$ cat config.mk
export PLATFORM = sky130hd
export DESIGN_NAME = lifo_stack_with_swap_dup_core
export DESIGN_NICKNAME = d
export VERILOG_FILES = /design/src/rtl/lsd_pkg.sv /design/src/rtl/lsd_ram.sv /design/src/rtl/lifo_stack_with_swap_dup_core.sv
export VERILOG_INCLUDE_DIRS = /design/src /design/src/rtl
export SDC_FILE = /design/constraint.sdc
export NUM_CORES = 1
export LEC_CHECK = 0
export BUFFER_PORTS_ARGS = -buffer_cell sky130_fd_sc_hd__buf_2
export CELL_PAD_IN_SITES_DETAIL_PLACEMENT = 2
export CELL_PAD_IN_SITES_GLOBAL_PLACEMENT = 2
export CORE_MARGIN = 3
export CORE_UTILIZATION = 40
export DETAILED_ROUTE_END_ITERATION = 12
export PLACE_DENSITY_LB_ADDON = 0.2
export SLEW_MARGIN = 10
export SYNTH_ARGS = -nofsm -noshare
export SYNTH_HDL_FRONTEND = slang
export SYNTH_SLANG_ARGS = --single-unit
$ cat constraint.sdc
create_clock -name clk -period 13.3 [get_ports clk]
set_input_delay 2.66 -clock clk [delete_from_list [all_inputs] [get_ports clk]]
set_output_delay 2.66 -clock clk [all_outputs]
set_load 0.02 [all_outputs]
$ cat src/rtl/lifo_stack_with_swap_dup_core_assert.svh
// Assertion macros shared by the LIFO stack RTL.
`ifndef LIFO_STACK_WITH_SWAP_DUP_CORE_ASSERT_SVH
`define LIFO_STACK_WITH_SWAP_DUP_CORE_ASSERT_SVH

// Checks that an implication holds at every clock edge outside reset.
`define LSD_ASSERT_IMPLY(lbl, pre, post, msg) \
    lbl: assert property (@(posedge clk) disable iff (!rst_n) (pre) |-> (post)) \
        else $error(msg);

// Checks that a condition in one cycle implies another in the next cycle.
`define LSD_ASSERT_NEXT(lbl, pre, post, msg) \
    lbl: assert property (@(posedge clk) disable iff (!rst_n) (pre) |=> (post)) \
        else $error(msg);

`endif

$ cat src/rtl/lsd_pkg.sv
// Package with the operation and status codes of the LIFO stack.
package lsd_pkg;

    typedef enum logic [2:0] {
        OP_PUSH  = 3'd0,
        OP_POP   = 3'd1,
        OP_PEEK  = 3'd2,
        OP_CLEAR = 3'd3,
        OP_SWAP  = 3'd4,
        OP_DUP   = 3'd5
    } op_kind_t;

    typedef enum logic [2:0] {
        ST_OK      = 3'd0,
        ST_NOCLEAR = 3'd1,
        ST_FULL    = 3'd2,
        ST_EMPTY   = 3'd3,
        ST_FEW     = 3'd4
    } status_t;

    localparam int DATA_W  = 32;
    localparam int DEPTH_W = 5;

endpackage

$ cat src/rtl/lsd_ram.sv
// Generic simple dual-port RAM with one write port and a registered read port.
module lsd_ram #(
    parameter int WIDTH = 32,
    parameter int DEPTH = 16
) (
    input  logic                     clk,
    input  logic                     we,
    input  logic [$clog2(DEPTH)-1:0] waddr,
    input  logic [WIDTH-1:0]         wdata,
    input  logic [$clog2(DEPTH)-1:0] raddr,
    output logic [WIDTH-1:0]         rdata
);

    logic [WIDTH-1:0] mem [DEPTH];

    always_ff @(posedge clk)
    begin
        if (we)
        begin
            mem[waddr] <= wdata;
        end
        rdata <= mem[raddr];
    end

endmodule

$ cat src/rtl/lifo_stack_with_swap_dup_core.sv
// Bounded LIFO stack with push, pop, peek, clear, swap and duplicate.
// The result is registered in the execute state and sent on from the done state; swap also
// passes S_SWAP_B and S_SWAP_C between them. A new operation is taken only while idle.
// The entry RAM gives one registered read and one write per cycle.
// Reset clears the depth and the handshake state; the entry RAM is not cleared.
// A result beat may wait in the output register while the next operation is taken.
module lifo_stack_with_swap_dup_core
    import lsd_pkg::*;
#(
    parameter int STACK_DEPTH = 16
) (
    input  logic                      clk,
    input  logic                      rst_n,
    input  logic                      in_valid,
    output logic                      in_ready,
    input  logic [2:0]                kind,
    input  logic signed [DATA_W-1:0]  push_value,
    output logic                      out_valid,
    input  logic                      out_ready,
    output logic [2:0]                status,
    output logic signed [DATA_W-1:0]  data,
    output logic [DEPTH_W-1:0]        depth
);

`include "lifo_stack_with_swap_dup_core_assert.svh"

    // Address width of the entry RAM and width of the count, which must hold
    // the full depth itself.
    localparam int AW = $clog2(STACK_DEPTH);
    localparam int CW = $clog2(STACK_DEPTH + 1);

    // Sequencer states. The top entry is always read while idle, so it is on
    // the RAM output in the execute cycle. Swap reads the second entry in the
    // execute cycle and writes both entries back in S_SWAP_B and S_SWAP_C after it.
    typedef enum logic [2:0] {
        S_IDLE,
        S_EXEC,
        S_SWAP_B,
        S_SWAP_C,
        S_DONE
    } state_t;

    state_t                   state_reg;
    logic [CW-1:0]            count_reg;
    logic                     out_valid_reg;
    logic [2:0]               status_reg;
    logic signed [DATA_W-1:0] data_reg;
    logic [DEPTH_W-1:0]       depth_reg;

    // Operation held while it executes, and the result held until the output
    // register is free.
    logic [2:0]               kind_reg;
    logic [DATA_W-1:0]        value_reg;
    logic [DATA_W-1:0]        tmp_reg;
    status_t                  res_status_reg;
    logic [DATA_W-1:0]        res_data_reg;
    status_t                  res_status_next;
    logic [DATA_W-1:0]        res_data_next;

    logic                     mem_we;
    logic [AW-1:0]            mem_waddr;
    logic [DATA_W-1:0]        mem_wdata;
    logic [AW-1:0]            mem_raddr;
    logic [DATA_W-1:0]        mem_rdata;

    logic                     is_empty;
    logic                     is_full;
    logic                     out_free;
    logic [CW-1:0]            count_m1;
    logic [CW-1:0]            count_m2;

    assign is_empty = (count_reg == '0);
    assign is_full  = (count_reg == CW'(STACK_DEPTH));
    assign out_free = !out_valid_reg || out_ready;
    assign count_m1 = count_reg - CW'(1);
    assign count_m2 = count_reg - CW'(2);

    assign in_ready  = (state_reg == S_IDLE);
    assign out_valid = out_valid_reg;
    assign status    = status_reg;
    assign data      = data_reg;
    assign depth     = depth_reg;

    // RAM port control. While idle the read address tracks the top entry.
    // The address of an empty stack wraps, and that word is never used.
    always_comb
    begin
        mem_we    = 1'b0;
        mem_waddr = count_reg[AW-1:0];
        mem_wdata = value_reg;
        mem_raddr = count_m1[AW-1:0];
        case (state_reg)
            S_EXEC:
            begin
                mem_raddr = count_m2[AW-1:0];
                if (kind_reg == OP_PUSH)
                begin
                    mem_we = !is_full;
                end
                else if (kind_reg == OP_DUP)
                begin
                    // Duplicating an empty stack pushes a zero.
                    mem_we    = !is_full;
                    mem_wdata = is_empty ? '0 : mem_rdata;
                end
            end
            S_SWAP_B:
            begin
                // The second entry is on the RAM output; it moves to the top.
                mem_we    = 1'b1;
                mem_waddr = count_m1[AW-1:0];
                mem_wdata = mem_rdata;
            end
            S_SWAP_C:
            begin
                mem_we    = 1'b1;
                mem_waddr = count_m2[AW-1:0];
                mem_wdata = tmp_reg;
            end
            default:
            begin
                mem_we = 1'b0;
            end
        endcase
    end

    lsd_ram #(
        .WIDTH(DATA_W),
        .DEPTH(STACK_DEPTH)
    ) u_entries (
        .clk  (clk),
        .we   (mem_we),
        .waddr(mem_waddr),
        .wdata(mem_wdata),
        .raddr(mem_raddr),
        .rdata(mem_rdata)
    );

    // Result of the operation in the execute cycle, where the top entry is on
    // the RAM output.
    always_comb
    begin
        res_status_next = ST_OK;
        res_data_next   = '0;
        case (kind_reg)
            OP_PUSH:
            begin
                if (is_full)
                begin
                    res_status_next = ST_FULL;
                end
            end
            OP_POP:
            begin
                if (is_empty)
                begin
                    res_status_next = ST_EMPTY;
                end
                else
                begin
                    res_data_next = mem_rdata;
                end
            end
            OP_PEEK:
            begin
                if (!is_empty)
                begin
                    res_data_next = mem_rdata;
                end
            end
            OP_CLEAR:
            begin
                if (is_empty)
                begin
                    res_status_next = ST_NOCLEAR;
                end
            end
            OP_SWAP:
            begin
                if (count_reg < CW'(2))
                begin
                    res_status_next = ST_FEW;
                end
            end
            OP_DUP:
            begin
                if (is_full)
                begin
                    res_status_next = ST_FULL;
                end
            end
            default:
            begin
                res_status_next = ST_OK;
            end
        endcase
    end

    // Operation and result payload; no reset needed.
    always_ff @(posedge clk)
    begin
        if (in_valid && in_ready)
        begin
            kind_reg  <= kind;
            value_reg <= push_value;
        end
        if (state_reg == S_EXEC)
        begin
            tmp_reg        <= mem_rdata;
            res_status_reg <= res_status_next;
            res_data_reg   <= res_data_next;
        end
    end

    // Sequencer, depth count and output register.
    always_ff @(posedge clk or negedge rst_n)
    begin
        if (!rst_n)
        begin
            state_reg     <= S_IDLE;
            count_reg     <= '0;
            out_valid_reg <= 1'b0;
            status_reg    <= ST_OK;
            data_reg      <= '0;
            depth_reg     <= '0;
        end
        else
        begin
            // In the done state the output register is refilled below instead.
            if (out_valid_reg && out_ready && state_reg != S_DONE)
            begin
                out_valid_reg <= 1'b0;
            end
            case (state_reg)
                S_IDLE:
                begin
                    if (in_valid)
                    begin
                        state_reg <= S_EXEC;
                    end
                end
                S_EXEC:
                begin
                    // Swap with at least two entries goes on to its write-back cycles.
                    if (kind_reg == OP_SWAP && count_reg >= CW'(2))
                    begin
                        state_reg <= S_SWAP_B;
                    end
                    else
                    begin
                        state_reg <= S_DONE;
                    end
                    case (kind_reg)
                        OP_PUSH, OP_DUP:
                        begin
                            if (!is_full)
                            begin
                                count_reg <= count_reg + CW'(1);
                            end
                        end
                        OP_POP:
                        begin
                            if (!is_empty)
                            begin
                                count_reg <= count_m1;
                            end
                        end
                        OP_CLEAR:
                        begin
                            // Entries above the count are never read, so the
                            // RAM itself needs no clearing.
                            count_reg <= '0;
                        end
                        default:
                        begin
                            // Peek, swap and the unused codes keep the count.
                            count_reg <= count_reg;
                        end
                    endcase
                end
                S_SWAP_B:
                begin
                    state_reg <= S_SWAP_C;
                end
                S_SWAP_C:
                begin
                    state_reg <= S_DONE;
                end
                S_DONE:
                begin
                    if (out_free)
                    begin
                        out_valid_reg <= 1'b1;
                        status_reg    <= res_status_reg;
                        data_reg      <= res_data_reg;
                        depth_reg     <= DEPTH_W'(count_reg);
                        state_reg     <= S_IDLE;
                    end
                end
                default:
                begin
                    state_reg <= S_IDLE;
                end
            endcase
        end
    end

    // The count never runs past the capacity of the entry RAM.
    `LSD_ASSERT_IMPLY(a_count_bound, 1'b1, count_reg <= CW'(STACK_DEPTH),
        "stack count exceeds capacity")

    // A taken input beat always starts execution in the next cycle.
    `LSD_ASSERT_NEXT(a_accept_exec, in_valid && in_ready, state_reg == S_EXEC,
        "accepted operation did not start execution")

    // The count only changes as the result of the execute cycle.
    `LSD_ASSERT_NEXT(a_count_stable, state_reg != S_EXEC, $stable(count_reg),
        "stack count changed outside the execute cycle")

    // A push onto a stack with room writes the RAM and grows the count by one.
    `LSD_ASSERT_NEXT(a_push_grows,
        state_reg == S_EXEC && kind_reg == OP_PUSH && !is_full,
        $past(mem_we) && count_reg == $past(count_reg) + CW'(1),
        "push did not write the entry and grow the count")

endmodule
==> results.json, run 1 <==
{
  "outcome": "finished clean",
  "die_w_um": 288.1,
  "async_reset_ff_share_pct": 7.050,
  "ctsResizeCount": 0,
  "power_frac_clock_pct": 23.6,
  "start_util_pct": 40.76,
  "synth_area_leaders": "edfxtp_1, mux2i_1, mux4_2, dfrtp_1, dfxtp_1",
  "power_switching_mw": 3.353,
  "clockBufferDepth": 3,
  "grt_max_degree": 133,
  "cts_tree": "done",
  "power.density_mw_per_mm2": 256.2,
  "dpl_cell_area_mm2": 0.03343,
  "cts_made_buffers": 77,
  "setup_viol": 0,
  "die_h_um": 288.1,
  "grt_antenna_before_repair": 4,
  "grt-ovfl-total": 0,
  "layout_commonest_cell": "edfxtp_1",
  "io_buffers": 80,
  "setup-tns-final_ps": 0,
  "skew_ps": 27.82,
  "fmax_mhz": 189.8,
  "via_count": 18067,
  "htree_levels": 3,
  "layout.nets": 1988,
  "ys_seq_area_share_pct": 63.78,
  "rsz0062_at_grt": "false",
  "track_usage_pct": 22.85,
  "row_count": 102,
  "ys_ff_latch": 695,
  "dp_hpwl_um": 51310,
  "yosys_warnings": 0,
  "max_cap_viol_count": 0,
  "arrival_ps": 5510,
  "finalPower_mw": 9.215,
  "synth_nets": 1920,
  "tightest_slew_ps": 1175,
  "post-cts-setup-buffers": 0,
  "dr.pass1.iters": 5,
  "synth_cell_type_count": 53,
  "antenna_cells": 0,
  "critPathMaxFanout": 132,
  "ioPinCount": 81,
  "worst_ep_required_time_ps": 13540,
  "largest_reg_flops": 512,
  "slew-limit-headroom_pct": 21.68,
  "slew_violations": 0,
  "power.leakage_nw": 12.34,
  "ys.flop_type": "edfxtp_1",
  "syn_area_mm2": 0.03183,
  "final_util_pct": 46.06,
  "fin_cells": 3042,
  "postCtsHoldBufs": 0,
  "avgSynthCellArea_um2": 16.99,
  "layout_min_cycle_time_ps": 5267,
  "regMostFlops": "u_entries.mem",
  "clk_latency_ps": 620,
  "gp_congestion": 0.7447,
  "p_sw_share_pct": 36.39,
  "peakVddDrop_mv": 0.2365,
  "path_class": "reg2reg",
  "startpoint_type": "flip-flop",
  "hold_path.class": "reg2reg",
  "placed_cells": 2903,
  "path_clk_slew_ps": 60,
  "cts_sinks": 695,
  "power.combinational.fraction_pct": 41.5,
  "synth_edf_count": 614,
  "final_cell_mix": "edfxtp_1, mux2i_1, mux4_2",
  "hold_viol_final": 0,
  "grt_pass1_vias": 19816,
  "p_int_mw": 5.862,
  "final_area_mm2": 0.03598,
  "end_kind": "flip-flop",
  "pwr-share-seq_pct": 34.8,
  "fin_crit_sh_pct": 39.61,
  "die_area_mm2": 0.08301,
  "ant_nets": 0,
  "drive_gt1_share_pct": 22.88,
  "core_mm2": 0.07810,
  "routed_wl_um": 94600,
  "synth_top_area_share_pct": 57.92,
  "viasPerCell": 5.939,
  "first_iter_violations": 1347,
  "wl_per_cell_um": 31.10,
  "synth_top_cell_by_area": "edfxtp_1",
  "grt_pass1_wl_um": 137800,
  "drc": 0,
  "syn_inst": 1874,
  "cts_root_buf": "clkbuf_16",
  "syn2layout_area_growth_pct": 13.01
}
[metrics by stage]
stage / setup slack, ps / hold slack (ps)
3_3_place_gp: 7953 / 438.4
3_5_place_dp: 7821 / 446.1
5_1_grt: 7634 / 475.0
6_report: 8033 / 450.8
4_1_cts: 7768 / 453.3
2_1_floorplan: 8783 / 422.4
[cell usage after synthesis (3+ instances only)]
| library cell | instances |
|---|---|
| a21oi_1 | 4 |
| a21oi_2 | 3 |
| a221o_1 | 33 |
| a22oi_1 | 4 |
| a22oi_2 | 29 |
| and2_1 | 35 |
| and3_1 | 34 |
| buf_2 | 62 |
| buf_4 | 5 |
| buf_6 | 5 |
| clkbuf_1 | 55 |
| dfrtp_1 | 49 |
| dfxtp_1 | 32 |
| edfxtp_1 | 614 |
| ha_1 | 7 |
| inv_1 | 4 |
| mux2_2 | 37 |
| mux2i_1 | 513 |
| mux4_2 | 128 |
| nand2_1 | 48 |
| nand2b_1 | 6 |
| nand3_1 | 36 |
| nor2_1 | 31 |
| nor2b_1 | 37 |
| nor3_1 | 6 |
| o211ai_1 | 5 |
| o21ai_0 | 17 |
| or3_1 | 3 |
| xor2_1 | 3 |
[final timing paths]
kind / start / end / slack [ps] / cells past startpoint
setup / recovery: count_reg[1]$_DFFE_PN0P_ / u_entries.mem[1][2]$_DFFE_PP_ / 8030 / 9
hold / removal: u_entries.rdata[26]$_DFF_P_ / tmp_reg[26]$_DFFE_PP_ / 450 / 0
setup reg to reg: count_reg[1]$_DFFE_PN0P_ / u_entries.mem[1][2]$_DFFE_PP_ / 8030 / 9
hold reg to reg: u_entries.rdata[26]$_DFF_P_ / tmp_reg[26]$_DFFE_PP_ / 450 / 0
max in group asynchronous: rst_n / count_reg[1]$_DFFE_PN0P_ / 10550 / 2
min in group asynchronous: rst_n / data[7]$_DFFE_PN0P_ / 1870 / 1
[cell type report]
type	instances	area, µm²
clock buffer	99	2093
fill	7168	42130
sequential	695	20310
tap	1040	1301
clock inverter	40	449.2
timing repair buffer	118	710.7
multi-input combinational	1044	11080
inverter	6	35.03
[per-layer routing]
metal	global-route usage (%)	share of wire (%)
met2	38.35	49
met1	31.31	44
met4	6.142	2.2
met3	3.143	4.8
met5	0	0
[critical path, stage by stage, from the launching register on]
cell     delay [ps]
dfrtp_4        1040
inv_1           400
ha_4            700
buf_12          620
inv_1           200
nor3_1          240
o21ai_0         150
o31a_1          280
nor2_4          610
buf_4           540
[cells by family (layout without fill, tap and decap cells)]
logic type / count (synthesis) / after routing / share of synthesized area [%]
simple gates: 247 / 247 / 4.154
flops: 695 / 695 / 63.78
fa+ha+maj: 7 / 7 / 0.2751
buf+inv: 135 / 263 / 2.012
mux: 680 / 680 / 26.58
xor+xnor: 5 / 5 / 0.1376
compound gates: 105 / 105 / 3.054
[power groups by stage]
stage                     sequential [mW]  combinational (mW)  clock (mW)
after floorplan                      3.17                2.71           0
after global placement               3.23                3.74           0
after detailed placement             3.25                3.85           0
after CTS                            3.21                3.87        2.23
after global routing                 3.25                4.09        2.31
final                                3.21                3.83        2.18
(Power assumes the default switching activity.)
==> inputs of run 2 (changes only) <==
- clock period: 13.3 -> 5.5 ns (I/O delays scaled with it)
==> results.json, run 2 (same netlist as run 1, synthesis figures left out) <==
{
  "track_usage_pct": 21.75,
  "worst_ep_required_time_ps": 5830,
  "first_iter_violations": 1344,
  "io_buffers": 80,
  "skew_ps": 19.42,
  "final_cell_mix": "edfxtp_1, mux2i_1, mux4_2",
  "regMostFlops": "u_entries.mem",
  "grt_pass1_wl_um": 133200,
  "ctsResizeCount": 0,
  "layout.nets": 1995,
  "path_class": "reg2reg",
  "fmax_mhz": 227.3,
  "start_util_pct": 40.76,
  "fin_crit_sh_pct": 80.00,
  "die_area_mm2": 0.08301,
  "viasPerCell": 5.860,
  "slew_violations": 0,
  "dr.pass1.iters": 5,
  "die_h_um": 288.1,
  "cts_tree": "done",
  "slew-limit-headroom_pct": 14.70,
  "grt-ovfl-total": 0,
  "placed_cells": 2908,
  "clockBufferDepth": 3,
  "dp_hpwl_um": 54040,
  "grt_pass1_vias": 19804,
  "routed_wl_um": 89900,
  "power.leakage_nw": 12.37,
  "layout_commonest_cell": "edfxtp_1",
  "end_kind": "flip-flop",
  "postCtsHoldBufs": 0,
  "grt_max_degree": 119,
  "finalPower_mw": 22.20,
  "setup-tns-final_ps": 0,
  "layout_min_cycle_time_ps": 4400,
  "arrival_ps": 4730,
  "htree_levels": 3,
  "via_count": 17901,
  "hold_viol_final": 0,
  "path_clk_slew_ps": 60,
  "cts_made_buffers": 79,
  "cts_sinks": 695,
  "cts_root_buf": "clkbuf_16",
  "fin_cells": 3055,
  "ioPinCount": 81,
  "nFillCells": 7166,
  "rsz0062_at_grt": "false",
  "drc": 0,
  "hold_path.class": "reg2reg",
  "peakVddDrop_mv": 0.4233,
  "ant_nets": 0,
  "power.density_mw_per_mm2": 615.7,
  "largest_reg_flops": 512,
  "wl_per_cell_um": 29.43,
  "max_cap_viol_count": 0,
  "drive_gt1_share_pct": 22.94,
  "tightest_slew_ps": 1280,
  "clk_latency_ps": 630,
  "gp_congestion": 0.7232,
  "critPathMaxFanout": 47,
  "startpoint_type": "flip-flop",
  "syn2layout_area_growth_pct": 13.28,
  "outcome": "finished clean",
  "die_w_um": 288.1,
  "grt_antenna_before_repair": 8,
  "core_mm2": 0.07810,
  "post-cts-setup-buffers": 0,
  "setup_viol": 0,
  "final_util_pct": 46.17,
  "row_count": 102
}
==> run 2: cell count changes in the layout (fill, tap and decap cells not counted), sizes merged <==
cell      previous run  this run
inv                 11        10
diode                0         1
clkinvlp             4         1
bufinv               9         1
clkbuf              99       118
buf                118       123
==> run 2: per-stage QoR <==
stage / worst slack, ps / hold slack, ps / area [µm²]
5_1_grt: 809.6 / 478.7 / 36060
4_1_cts: 1024 / 460.7 / 36060
2_1_floorplan: 983.2 / 422.4 / 31830
6_report: 1100 / 458.8 / 36060
3_3_place_gp: 1143 / 440.6 / 33580
3_5_place_dp: 1052 / 445.4 / 33580
==> run 2: path summary, 6_finish.rpt <==
path	start	to	slack, ps	cells past startpoint
max	count_reg[1]$_DFFE_PN0P_	u_entries.mem[3][11]$_DFFE_PP_	1100	8
min	u_entries.rdata[5]$_DFF_P_	tmp_reg[5]$_DFFE_PP_	460	0
max reg2reg	count_reg[1]$_DFFE_PN0P_	u_entries.mem[3][11]$_DFFE_PP_	1100	8
min reg2reg	u_entries.rdata[5]$_DFF_P_	tmp_reg[5]$_DFFE_PP_	460	0
max in group asynchronous	rst_n	count_reg[1]$_DFFE_PN0P_	4400	2
min in group asynchronous	rst_n	data[11]$_DFFE_PN0P_	570	2
==> run 2: worst max-delay path: stages (launching register included) <==
cell and delay [ps]:
dfrtp_4 940, inv_1 340, ha_4 260, nor4bb_1 160, or3_1 430, nor2_1 220, a32oi_1 360, nor2_4 1030
buf_4 310
==> run 2: power by group <==
group	total [mW]	switching, mW	internal (mW)
sequential	7.78	0.594	7.18
clock	5.06	2.11	2.95
combinational	9.37	5.46	3.91
total	22.2	8.16	14.0
==> run 2: area by class of cell <==
| cell class | instances | area, µm² | area share (%) |
|---|---|---|---|
| repair buffers | 123 | 860.8 | 2.387 |
| clock buffers | 118 | 2308 | 6.402 |
| clock inverters | 28 | 166.4 | 0.4615 |
| multi-input cells | 1044 | 11080 | 30.72 |
| diodes | 1 | 2.502 | 0.006939 |
| well taps | 1040 | 1301 | 3.608 |
| inverters | 6 | 35.03 | 0.09715 |
| flip-flops and latches | 695 | 20310 | 56.32 |
==> run 2: routing by layer <==
metal  global-route usage [%]  wire, µm  vias up
li1                         -         -     7635
met5                        0        14        -
met4                    4.876      1698        2
met3                    3.080      3981      108
met2                    36.87     44670      380
met1                    29.85     39540     9776
